<file path="src/rtl/core/cnsf_dly.sv">
// Fixed-length delay line that aligns operands between pipeline branches.
// Depends on nothing; width and depth come from its parameters.
module cnsf_dly #(
    parameter int W = 48,
    parameter int N = 1
) (
    input  logic         clk,
    input  logic [W-1:0] d,
    output logic [W-1:0] q
);

    generate
        if (N == 0) begin : g_none
            assign q = d;
        end
        else begin : g_line
            logic [W-1:0] pipe_reg [N];

            // Shift one slot per cycle.
            always_ff @(posedge clk)
            begin
                pipe_reg[0] <= d;
                for (int i = 1; i < N; i++)
                begin
                    pipe_reg[i] <= pipe_reg[i-1];
                end
            end

            assign q = pipe_reg[N-1];
        end
    endgenerate

endmodule

</file>
<file path="config.mk">
export PLATFORM = sky130hd
export DESIGN_NAME = cnsf_dly
export DESIGN_NICKNAME = d
export VERILOG_FILES = /design/src/rtl/core/cnsf_dly.sv
export SDC_FILE = /design/constraint.sdc
export NUM_CORES = 1
export LEC_CHECK = 0
export ABC_AREA = 1
export BUFFER_PORTS_ARGS = -buffer_cell sky130_fd_sc_hd__buf_2
export CAP_MARGIN = 20
export CELL_PAD_IN_SITES_DETAIL_PLACEMENT = 1
export CELL_PAD_IN_SITES_GLOBAL_PLACEMENT = 1
export CORE_MARGIN = 2
export CORE_UTILIZATION = 24
export DETAILED_ROUTE_END_ITERATION = 8
export PLACE_DENSITY = 0.78
export SLEW_MARGIN = 25
export SYNTH_ARGS = -nofsm -noshare
export SYNTH_HDL_FRONTEND = slang
export SYNTH_SLANG_ARGS = --single-unit
</file>
<file path="constraint.sdc">
create_clock -name clk -period 0.8 [get_ports clk]
set_clock_uncertainty 0.05 [all_clocks]
set_input_delay 0.08 -clock clk [delete_from_list [all_inputs] [get_ports clk]]
set_output_delay 0.08 -clock clk [all_outputs]
set_load 0.01 [all_outputs]
</file>
==> results.md <==
* Status: finished with violations
* Failing checks: setup timing
* Die Y at 67.3 µm
* Arrival time worst endpoint at 0.76 ns
* Setup-failing EPs final at 48
* Gr ovfl total at 0
* Slowest Stage Delay on Critical Path at 0.33 ns
* Worst Hold Depth at 2
* Area Growth Syn to Fin at 138%
* Via/cell ratio at 3.81
* Final antenna diode count at 0
* Synth cell types at 1
* Yosys Warn Count at 0
* First-pass GRT wire length at 5220 µm
* Crit path required time at 0.67 ns
* Rows at 22
* Final Hold Vio Count at 0
* Min-Delay Path Class: input pin to flip-flop
* Fin. max-slew vios at 0
* Clock root cell: clkbuf_8
* Mapped cell area at 961 µm²
* Slew at the pin closest to its max-slew limit at a little under 0.09 ns
* Share of cells above drive strength 1 at 0.660
* FMAX at 1120 MHz
* Comb_multi_in at 0
* # fillers at 391
* Maximum net fanout on the critical path at 1
* Area of the multi-input gates at 0 µm²
* Max-Cap Viols at 0
* Final Critical Period at about 0.89 ns
* Clk buf depth at 2
* Most common cell after layout, fill and taps aside: buf_2
* Residual DRC at 0
* Ports at 97
* H-tree levels at 2
* Detailed-route wire length at around 3900 µm
* #FFs+latches synth at 48
* Clock transition at path regs at 0.09 ns
* Num CTS Buffers at 5
* Vias in the first global route at 1078
* Layout Cells excl Fill at 248
* All-Layer GR Usage at 0.173
* Critical path startpoint category: flip-flop
* Mapped Cells at between 40 and 50
* Cell count after placement at ~190
* Layout net count at approximately 250
* Max VDD drop at approximately 1.2 mV
* Static leakage at 1.09 nW
* Max reg flops at 48
* Die Area at 4530 µm²
* Vias at 946
* Slowest-stage cell, CP: dfxtp_1
* Core area at around 3700 µm²
* Family with the most delay on the worst path: flip-flops
* Antenna viol nets, final at 0
* Initial antenna violation count at 0
* Commonest cells after routing, fill and taps aside: 68 x buf_2, 48 x dlygate4sd3_1, 28 x dfxtp_2, 28 x buf_6, 20 x dfxtp_1
* Worst setup EP type: output pin
* Global placer's final weighted congestion at 0.603
* Starting Density at 0.257
* Clk sinks at 48
* Levels on crit path at 1
* Syn avg cell area at 20.0 µm²
* CP cell instances: buf_2
* Initial detailed-routing violation count at 45
* PwrDens at roughly 2000 nW/µm²
* WP buf/inv at 1
* Final period utilization at 1.11
* Post-CTS setup buffer count at 0
* Final worst slack at -0.0920 ns
* Drt pass-1 iters at 2
* Syn nets at 97
* WL/cell at 15.7 µm
* Register area share after synthesis at 1.00
* RSZ-0062 raised after global routing: true
* Setup_tns at -3.24 ns
* PortBufs at 96
* Die X at 67.3 µm
* Largest net degree at the start of global routing at 16
* Setup CP Type: flip-flop to output pin
* TritonCTS clock tree: done
* DPL Wire Length at 2060 µm
* Slew headroom at 0.941
[final cells by class]
class	instances	area [µm²]	share of cell area
well taps	48	60.1	0.0262
clock buffers	6	82.6	0.0361
clock inverters	2	15.0	0.00656
repair buffers	144	1140	0.496
flip-flops and latches	48	996	0.435
[what timing repair did]
action | in CTS | in global routing
hold endpoints to repair | 48 | 0
cloned | 0 | 0
hold buffers | 48 | 0
resized for setup | 10 | 46
setup endpoints to repair | 48 | 48
[per-stage QoR]
step / instance area [µm²] / worst slack (ns) / total power [mW] / utilization / hold WS, ns
after detailed placement: 1500 / 0.234 / 2.92 / 0.401 / 0.134
after global routing: 2290 / -0.141 / 4.89 / 0.612 / 0.349
after global placement: 1500 / 0.248 / 2.90 / 0.401 / 0.132
after CTS: 2120 / -0.0910 / 4.58 / 0.566 / 0.353
final: 2290 / -0.0920 / 4.65 / 0.612 / 0.357
after floorplan: 961 / 0.339 / 2.67 / - / 0.0577
[synth_stat cells (all sizes together)]
master / number / area [µm²]
dfxtp: 48 / 961
[worst paths after layout]
path,slack [ns],to,start
max,-0.09,q[2],g_line.pipe_reg[0][2]
min,0.36,g_line.pipe_reg[0][29],d[29]
[power by group]
group / internal, mW / leakage, nW / switching (mW) / total (mW)
clock network: 0.699 / 0.0434 / 0.777 / 1.48
logic: 0.400 / 0.637 / 0.196 / 0.596
registers: 2.53 / 0.405 / 0.0515 / 2.58
total: 3.63 / 1.09 / 1.02 / 4.65
[kinds of logic after synthesis]
| kind of cell | share of synthesized area |
|---|---|
| flops | 1.00 |
[layer usage]
metal,share of wire,track usage,routed length [µm],up-vias
met5,0,0,0,-
met4,0.019,0.0842,74,0
met3,0.088,0.0567,342,7
met2,0.60,0.358,2350,59
met1,0.29,0.140,1130,434
li1,-,-,-,446
No activity file was read; power rests on OpenSTA's default activity.
