### config.mk
export PLATFORM = sky130hd
export DESIGN_NAME = cnsf_add
export DESIGN_NICKNAME = d
export VERILOG_FILES = /design/src/rtl/core/cnsf_pkg.sv /design/src/rtl/core/cnsf_add.sv
export SDC_FILE = /design/constraint.sdc
export NUM_CORES = 1
export LEC_CHECK = 0
export BUFFER_PORTS_ARGS = -buffer_cell sky130_fd_sc_hd__buf_4
export CAP_MARGIN = 20
export CORE_ASPECT_RATIO = 0.7
export CORE_MARGIN = 2
export CORE_UTILIZATION = 52
export DETAILED_ROUTE_END_ITERATION = 6
export PLACE_DENSITY_LB_ADDON = 0.25
export SLEW_MARGIN = 10
export SYNTH_ARGS = -nofsm -noshare
export SYNTH_HDL_FRONTEND = slang
export SYNTH_SLANG_ARGS = --single-unit
### constraint.sdc
create_clock -name clk -period 12.9 [get_ports clk]
set_clock_uncertainty 0.15 [all_clocks]
set_input_delay 2.58 -clock clk [delete_from_list [all_inputs] [get_ports clk]]
set_output_delay 2.58 -clock clk [all_outputs]
set_load 0.005 [all_outputs]
### src/rtl/core/cnsf_pkg.sv
// Shared types, constants and pipeline timing for the 2D compressible flux point unit.
// Used by every module of the block but cnsf_dly, and by the port checker.
package cnsf_pkg;

    localparam int QW = 48;

    typedef logic signed [QW-1:0] q_t;
    typedef logic [31:0] coef_t;
    typedef logic [1:0]  cfg_idx_t;

    // Register map of the configuration channel.
    localparam cfg_idx_t REG_GAMMA_M1 = 2'd0;
    localparam cfg_idx_t REG_VISCOSITY = 2'd1;
    localparam cfg_idx_t REG_HEAT_COEF = 2'd2;

    localparam coef_t GAMMA_M1_RST = 32'd6710886;
    localparam coef_t VISCOSITY_RST = 32'd838861;
    localparam coef_t HEAT_COEF_RST = 32'd1631118;

    localparam q_t Q_MAX = 48'sh7FFF_FFFF_FFFF;
    localparam q_t Q_MIN = 48'sh8000_0000_0000;
    localparam q_t Q_HALF = 48'sd8388608;
    localparam q_t Q_TWO_THIRDS = 48'sd11184811;

    // Operator latencies in cycles.
    localparam int MUL_LAT = 3;
    localparam int DIV_STEPS = 36;
    localparam int DIV_LAT = DIV_STEPS + 1;
    localparam int ADD_LAT = 1;

    // Ready times of the intermediate values, counted from the input register.
    localparam int T_UV = DIV_LAT;
    localparam int T_P1 = T_UV + MUL_LAT;
    localparam int T_A1 = T_P1 + ADD_LAT;
    localparam int T_KE = T_A1 + MUL_LAT;
    localparam int T_G = T_A1 + DIV_LAT;
    localparam int T_EK = T_KE + ADD_LAT;
    localparam int T_P = T_EK + MUL_LAT;
    localparam int T_EI = T_EK + DIV_LAT;
    localparam int T_HV = T_KE + MUL_LAT;
    localparam int T_PA = T_P + ADD_LAT;
    localparam int T_IE = T_PA + MUL_LAT;
    localparam int T_GA = T_G + ADD_LAT;
    localparam int T_GM = T_G + MUL_LAT;
    localparam int T_MU = T_GA + MUL_LAT;
    localparam int T_CO = T_MU + MUL_LAT;
    localparam int T_S = T_CO + ADD_LAT;
    localparam int T_KA = T_GM + ADD_LAT;
    localparam int T_KR = T_KA + MUL_LAT;
    localparam int T_KG = T_KR + ADD_LAT;
    localparam int T_E1 = T_KG + ADD_LAT;
    localparam int T_RE = T_EI + MUL_LAT;
    localparam int T_IN = T_E1 + ADD_LAT;
    localparam int T_IG = T_IN + DIV_LAT;
    localparam int T_HG = T_IG + MUL_LAT;
    localparam int T_US = T_S + MUL_LAT;
    localparam int T_SA = T_US + ADD_LAT;
    localparam int T_F = T_HG + ADD_LAT;

    // Clock edges from the accepting edge to the edge that takes the result.
    localparam int PIPE_LAT = T_F + 2;

    // Turns a rounded magnitude and a sign into a saturated Q23.24 value.
    function automatic q_t sat_mag(input logic [72:0] m, input logic neg);
        q_t res;
        if (neg) begin
            if (m > 73'h0_8000_0000_0000) begin
                res = Q_MIN;
            end
            else begin
                res = q_t'(-m[47:0]);
            end
        end
        else begin
            if (m > 73'h0_7FFF_FFFF_FFFF) begin
                res = Q_MAX;
            end
            else begin
                res = q_t'(m[47:0]);
            end
        end
        return res;
    endfunction

endpackage

### src/rtl/core/cnsf_add.sv
// Registered saturating add or subtract of two Q23.24 values.
// Depends on cnsf_pkg.
module cnsf_add (
    input  logic           clk,
    input  cnsf_pkg::q_t   a,
    input  cnsf_pkg::q_t   b,
    input  logic           sub,
    output cnsf_pkg::q_t   s
);
    import cnsf_pkg::*;

    logic signed [QW:0] sum;
    q_t                 s_reg;
    q_t                 s_next;

    // Exact sum one bit wider, then clamp.
    always_comb
    begin
        if (sub) begin
            sum = (QW+1)'(a) - (QW+1)'(b);
        end
        else begin
            sum = (QW+1)'(a) + (QW+1)'(b);
        end
        if (sum[QW] != sum[QW-1]) begin
            s_next = sum[QW] ? Q_MIN : Q_MAX;
        end
        else begin
            s_next = sum[QW-1:0];
        end
    end

    always_ff @(posedge clk)
    begin
        s_reg <= s_next;
    end

    assign s = s_reg;

endmodule

==> results of run 1 <==
==> placed cells by master, fill, tap and decap left out, types with 6 or more instances in the layout <==
| master | count |
|---|---|
| a21o_1 | 21 |
| a21oi_1 | 84 |
| a21oi_2 | 26 |
| a31oi_1 | 9 |
| and2_1 | 7 |
| and3_1 | 9 |
| buf_4 | 145 |
| dfxtp_1 | 48 |
| ha_1 | 49 |
| inv_1 | 27 |
| nand2_1 | 47 |
| nand3_1 | 7 |
| nand4_1 | 16 |
| nor2_1 | 59 |
| nor3_1 | 23 |
| nor4_1 | 12 |
| o21ai_0 | 36 |
| o21ai_1 | 8 |
| o21ai_2 | 6 |
| o21bai_1 | 13 |
| xnor2_1 | 73 |
| xor2_1 | 18 |
==> power by group through the flow <==
stage,combinational (W),sequential (W),clock (W)
6_report,0.000526,0.000244,0.000118
4_1_cts,0.000517,0.000245,0.000120
5_1_grt,0.000572,0.000250,0.000125
3_5_place_dp,0.000515,0.000247,0
2_1_floorplan,0.000298,0.000255,0
3_3_place_gp,0.000506,0.000246,0
==> through the flow <==
step | area [um2] | setup slack, ns | util, %
floorplan | 5360 | 5.81 | -
global placement | 6420 | 4.55 | 65.1
detailed placement | 6420 | 4.25 | 65.1
CTS | 6560 | 4.55 | 66.4
global route | 6580 | 4.28 | 66.6
finish | 6580 | 4.73 | 66.6
==> final cells by class <==
type                       instances  area, um2
inverter                          28        105
tap                              128        160
multi-input combinational        597       4110
clock buffer                       6        129
timing repair buffer             146       1110
sequential                        48        961
fill                             882       3290
clock inverter                     1       5.00
==> routing by layer <==
layer	vias to the layer above	global-route usage (%)	wire length, um	part of all wire, %
met3	6	4.73	1960	12
met5	-	0	0	0
li1	2797	-	-	-
met1	2610	48.6	8500	52
met4	0	2.83	52	0.32
met2	328	36.8	5860	36
==> kinds of logic (layout without fill, tap and decap cells) <==
| group | count (synthesis) | after routing | synth area share [%] |
|---|---|---|---|
| adders and majority gates | 50 | 50 | 11.8 |
| DFF | 48 | 48 | 17.9 |
| and+or+nand+nor | 209 | 209 | 19.5 |
| xor gates and xnor gates | 91 | 91 | 14.9 |
| buffers and inverters | 64 | 181 | 5.37 |
| muxes | 2 | 2 | 0.374 |
| AOI/OAI and AO/OA | 245 | 245 | 30.1 |
==> worst paths after layout <==
check | endpoint | slack (ns) | cells after the start
max | s[3] | 4.73 | 17
min | s[0] | 2.57 | 3
==> out/metrics.csv, run 1 <==
metric,value,unit
ios,146,
largest_reg_flops,48,
ys_warn_count,0,
via_count,5741,
ant_nets,0,
start_util,54.3,%
track_usage,28.5,%
fin_setup_tns,0,ns
fmax,0.122,GHz
critPathTopFamily,simple AND/OR/NAND/NOR gates,
ctsResizeCount,0,
clk_path_buf_depth,2,
place_congestion,0.997,
worstSetupPathType,in2reg,
sw_frac_of_total,39.0,%
drt-total-wl,16400,um
htreeDepth,2,
cap_viol_max_count,0,
ys_ff_latch,48,
cts_made_buffers,5,
synth_nets,857,
relSlewSlack,39.3,%
p_per_area,135,mW/mm2
period_share,63.4,%
syn_area,0.00536,mm2
std_cell_rows,30,
seqPwrFrac,27.5,%
worst-path-max-fanout,32,
n_antenna_cell,0,
arrival,8.15,ns
die_x,125,um
critPathLaunchType,input pin,
setup_viol,0,
drc,0,
core_area,0.00987,mm2
p_leak,2.85,nW
drive_above_1_share,24.2,%
dp.cells,946,
synth_top_area_share,17.9,%
vias_per_cell,6.02,
rsz0062_at_grt,false,
synthCells,709,
dp_hpwl,14100,um
worstHoldPathType,in2reg,
grt_start_max_net_pins,53,
tightest_slew,0.899,ns
cpPeakStageDelay,0.86,ns
dr.pass1.iters,6,
worstPathCellList,buf_4 > nor4_1 > nand2_1 > nor2_1 > a21oi_1 > xnor2_1 > ha_1 > nand4_1 > or2_2 > a2111oi_0 > nor3_1 > o41ai_1 > a211oi_1 > a311oi_1 > nand2b_2 > buf_12 > o21ai_0,
ys_types,61,
synth_edf_count,0,
peakVddDrop,0.0737,mV
synth_area_leader_cell,dfxtp_1,
power_switching,0.000346,W
port_buffers,145,
antenna_found_initial,0,
grt_pass1_wl,25600,um
status,completed,
nNetsFinal,974,
cts.reportedPaths.clkPinSlew,0.06,ns
wl_per_cell,17.2,um
synth.most_common_cell,a21oi_1,
grt_pass1_vias,4949,
postCtsSetupBuffers,0,
fin_cells,954,
power.internal,0.000542,W
ys.flop_type,dfxtp_1,
path_buf_inv,2,
area_growth,22.8,%
min_period,8.17,ns
holdWs,2.57,ns
ys_top_cells_by_area,"dfxtp_1, xnor2_1, ha_1",
final_hold_viol_count,0,
slew_viol_final,0,
overflow,0,
cts_sinks,48,
cts-root-buf,clkbuf_16,
avgSynthCellArea,7.55,um2
cts_tree,done,
startpoint,b[2],
clkPwrFrac,13.2,%
hold_start,b[0],
cp_slowest_cell,o41ai_1,
required,12.88,ns
synth_common_cells,"a21oi_1, xnor2_1, nor2_1",
die_h,88.9,um
power,0.000888,W
ys_seq_area_share,17.9,%
first_iter_violations,675,
synth-async-reset-ratio,0,%
die-area,0.0111,mm2
endpoint_kind,flop,
combPwrFrac,59.3,%
cts_hold_buffers,0,
Power figures use the tool's default switching activity.
==> run 2, diff against run 1 <==
Settings changed: CORE_UTILIZATION 52 to 49.
Clock period 12.9 ns to 6.7 ns, I/O delays scaled along.
==> out/metrics.csv, run 2 (synthesis gave the netlist of run 1 again) <==
metric,value,unit
status,completed,
dp.cells,973,
rsz0062_at_grt,false,
cpPeakStageDelay,0.53,ns
drive_above_1_share,25.0,%
grt_pass1_wl,25900,um
ios,146,
first_iter_violations,573,
relSlewSlack,47.3,%
mostFrequentLayoutCell,buf_4,
critPathLaunchType,input pin,
vias_per_cell,5.88,
die_x,129,um
wl_per_cell,16.7,um
core_area,0.0105,mm2
cts-root-buf,clkbuf_16,
grt_pass1_vias,5086,
drt-total-wl,16400,um
setup_viol,0,
cp_slowest_cell,nor4_1,
p_leak,2.89,nW
grt_start_max_net_pins,53,
worstSetupPathType,in2reg,
cts_sinks,48,
arrival,6.29,ns
drc,0,
final_hold_viol_count,0,
endpoint_kind,flop,
p_per_area,263,mW/mm2
n_antenna_cell,0,
area_growth,25.0,%
nNetsFinal,980,
peakVddDrop,0.167,mV
cts_tree,done,
ant_nets,0,
period_share,93.8,%
worst-path-max-fanout,18,
largest_reg_flops,48,
slew_viol_final,0,
track_usage,27.1,%
place_congestion,0.965,
postCtsSetupBuffers,0,
std_cell_rows,31,
cts_hold_buffers,0,
fmax,0.159,GHz
start_util,51.0,%
antenna_found_initial,0,
required,6.71,ns
htreeDepth,2,
cap_viol_max_count,0,
cts.reportedPaths.clkPinSlew,0.06,ns
min_period,6.28,ns
die_h,91.5,um
fin_setup_tns,0,ns
clk_path_buf_depth,2,
layout.cells.most_common_list,"buf_4, a21oi_1, xnor2_1",
worstHoldPathType,in2reg,
fin_cells,981,
dr.pass1.iters,5,
port_buffers,145,
tightest_slew,0.783,ns
overflow,0,
ctsResizeCount,0,
die-area,0.0118,mm2
via_count,5772,
dp_hpwl,14000,um
cts_made_buffers,5,
worstPathCellList,buf_4 > nor4_1 > nand2_1 > nor3_1 > nand2_1 > nor3_1 > and2_1 > a21oi_1 > xnor2_1 > ha_1 > a21o_1 > a21o_1 > a21oi_1 > o21ai_0 > a221o_1 > a211oi_1 > a2111oi_4 > inv_2 > and2_4 > buf_12 > o21ai_1,
## run 2: cell count changes in the layout (fill, tap and decap cells not counted), sizes merged
cell | before | now
clkinv | 1 | 0
clkinvlp | 0 | 2
buf | 146 | 152
## run 2: layer usage
layer | up-vias | part of all wire (%) | GRT usage (%)
met5 | - | 0 | 0
met4 | 0 | 0.88 | 3.80
met3 | 16 | 12 | 5.60
met2 | 335 | 37 | 35.6
met1 | 2609 | 50 | 44.7
li1 | 2812 | - | -
## run 2: worst max-delay path: cells and delay by family
kind                       cells  cell delay (ns)
AOI/OAI and AO/OA              9             1.79
xor gates and xnor gates       1             0.21
buffers and inverters          3             0.40
and+or+nand+nor                7             2.20
adders and majority gates      1             0.34
## run 2: cell type report
| class | instances | area [um2] |
|---|---|---|
| clock buffer | 6 | 139 |
| tap | 148 | 185 |
| timing repair buffer | 152 | 1180 |
| inverter | 28 | 105 |
| fill | 942 | 3820 |
| clock inverter | 2 | 15.0 |
| sequential | 48 | 961 |
| multi-input combinational | 597 | 4110 |
## run 2: worst paths after layout
kind,start,to,cells past startpoint,slack (ns)
hold / removal,b[0],s[0],3,1.28
setup / recovery,b[2],s[33],21,0.42
## run 2: stage by stage
step / utilization, % / area [um2] / hold slack (ns) / total power, W / setup slack, ns
finish: 63.7 / 6690 / 1.28 / 0.00176 / 0.417
global route: 63.7 / 6690 / 1.27 / 0.00188 / 0.0150
CTS: 63.7 / 6690 / 1.27 / 0.00175 / 0.483
detailed placement: 62.2 / 6540 / 1.57 / 0.00150 / 0.205
global placement: 62.2 / 6540 / 1.56 / 0.00147 / 0.432
floorplan: - / 5360 / 1.39 / 0.00106 / 0.848
## run 2: where the power goes
group	switching (W)	total [W]	internal, W
Combinational	0.000544	0.00104	0.000493
Sequential	0.0000436	0.000474	0.000430
Clock	0.0000994	0.000247	0.000148
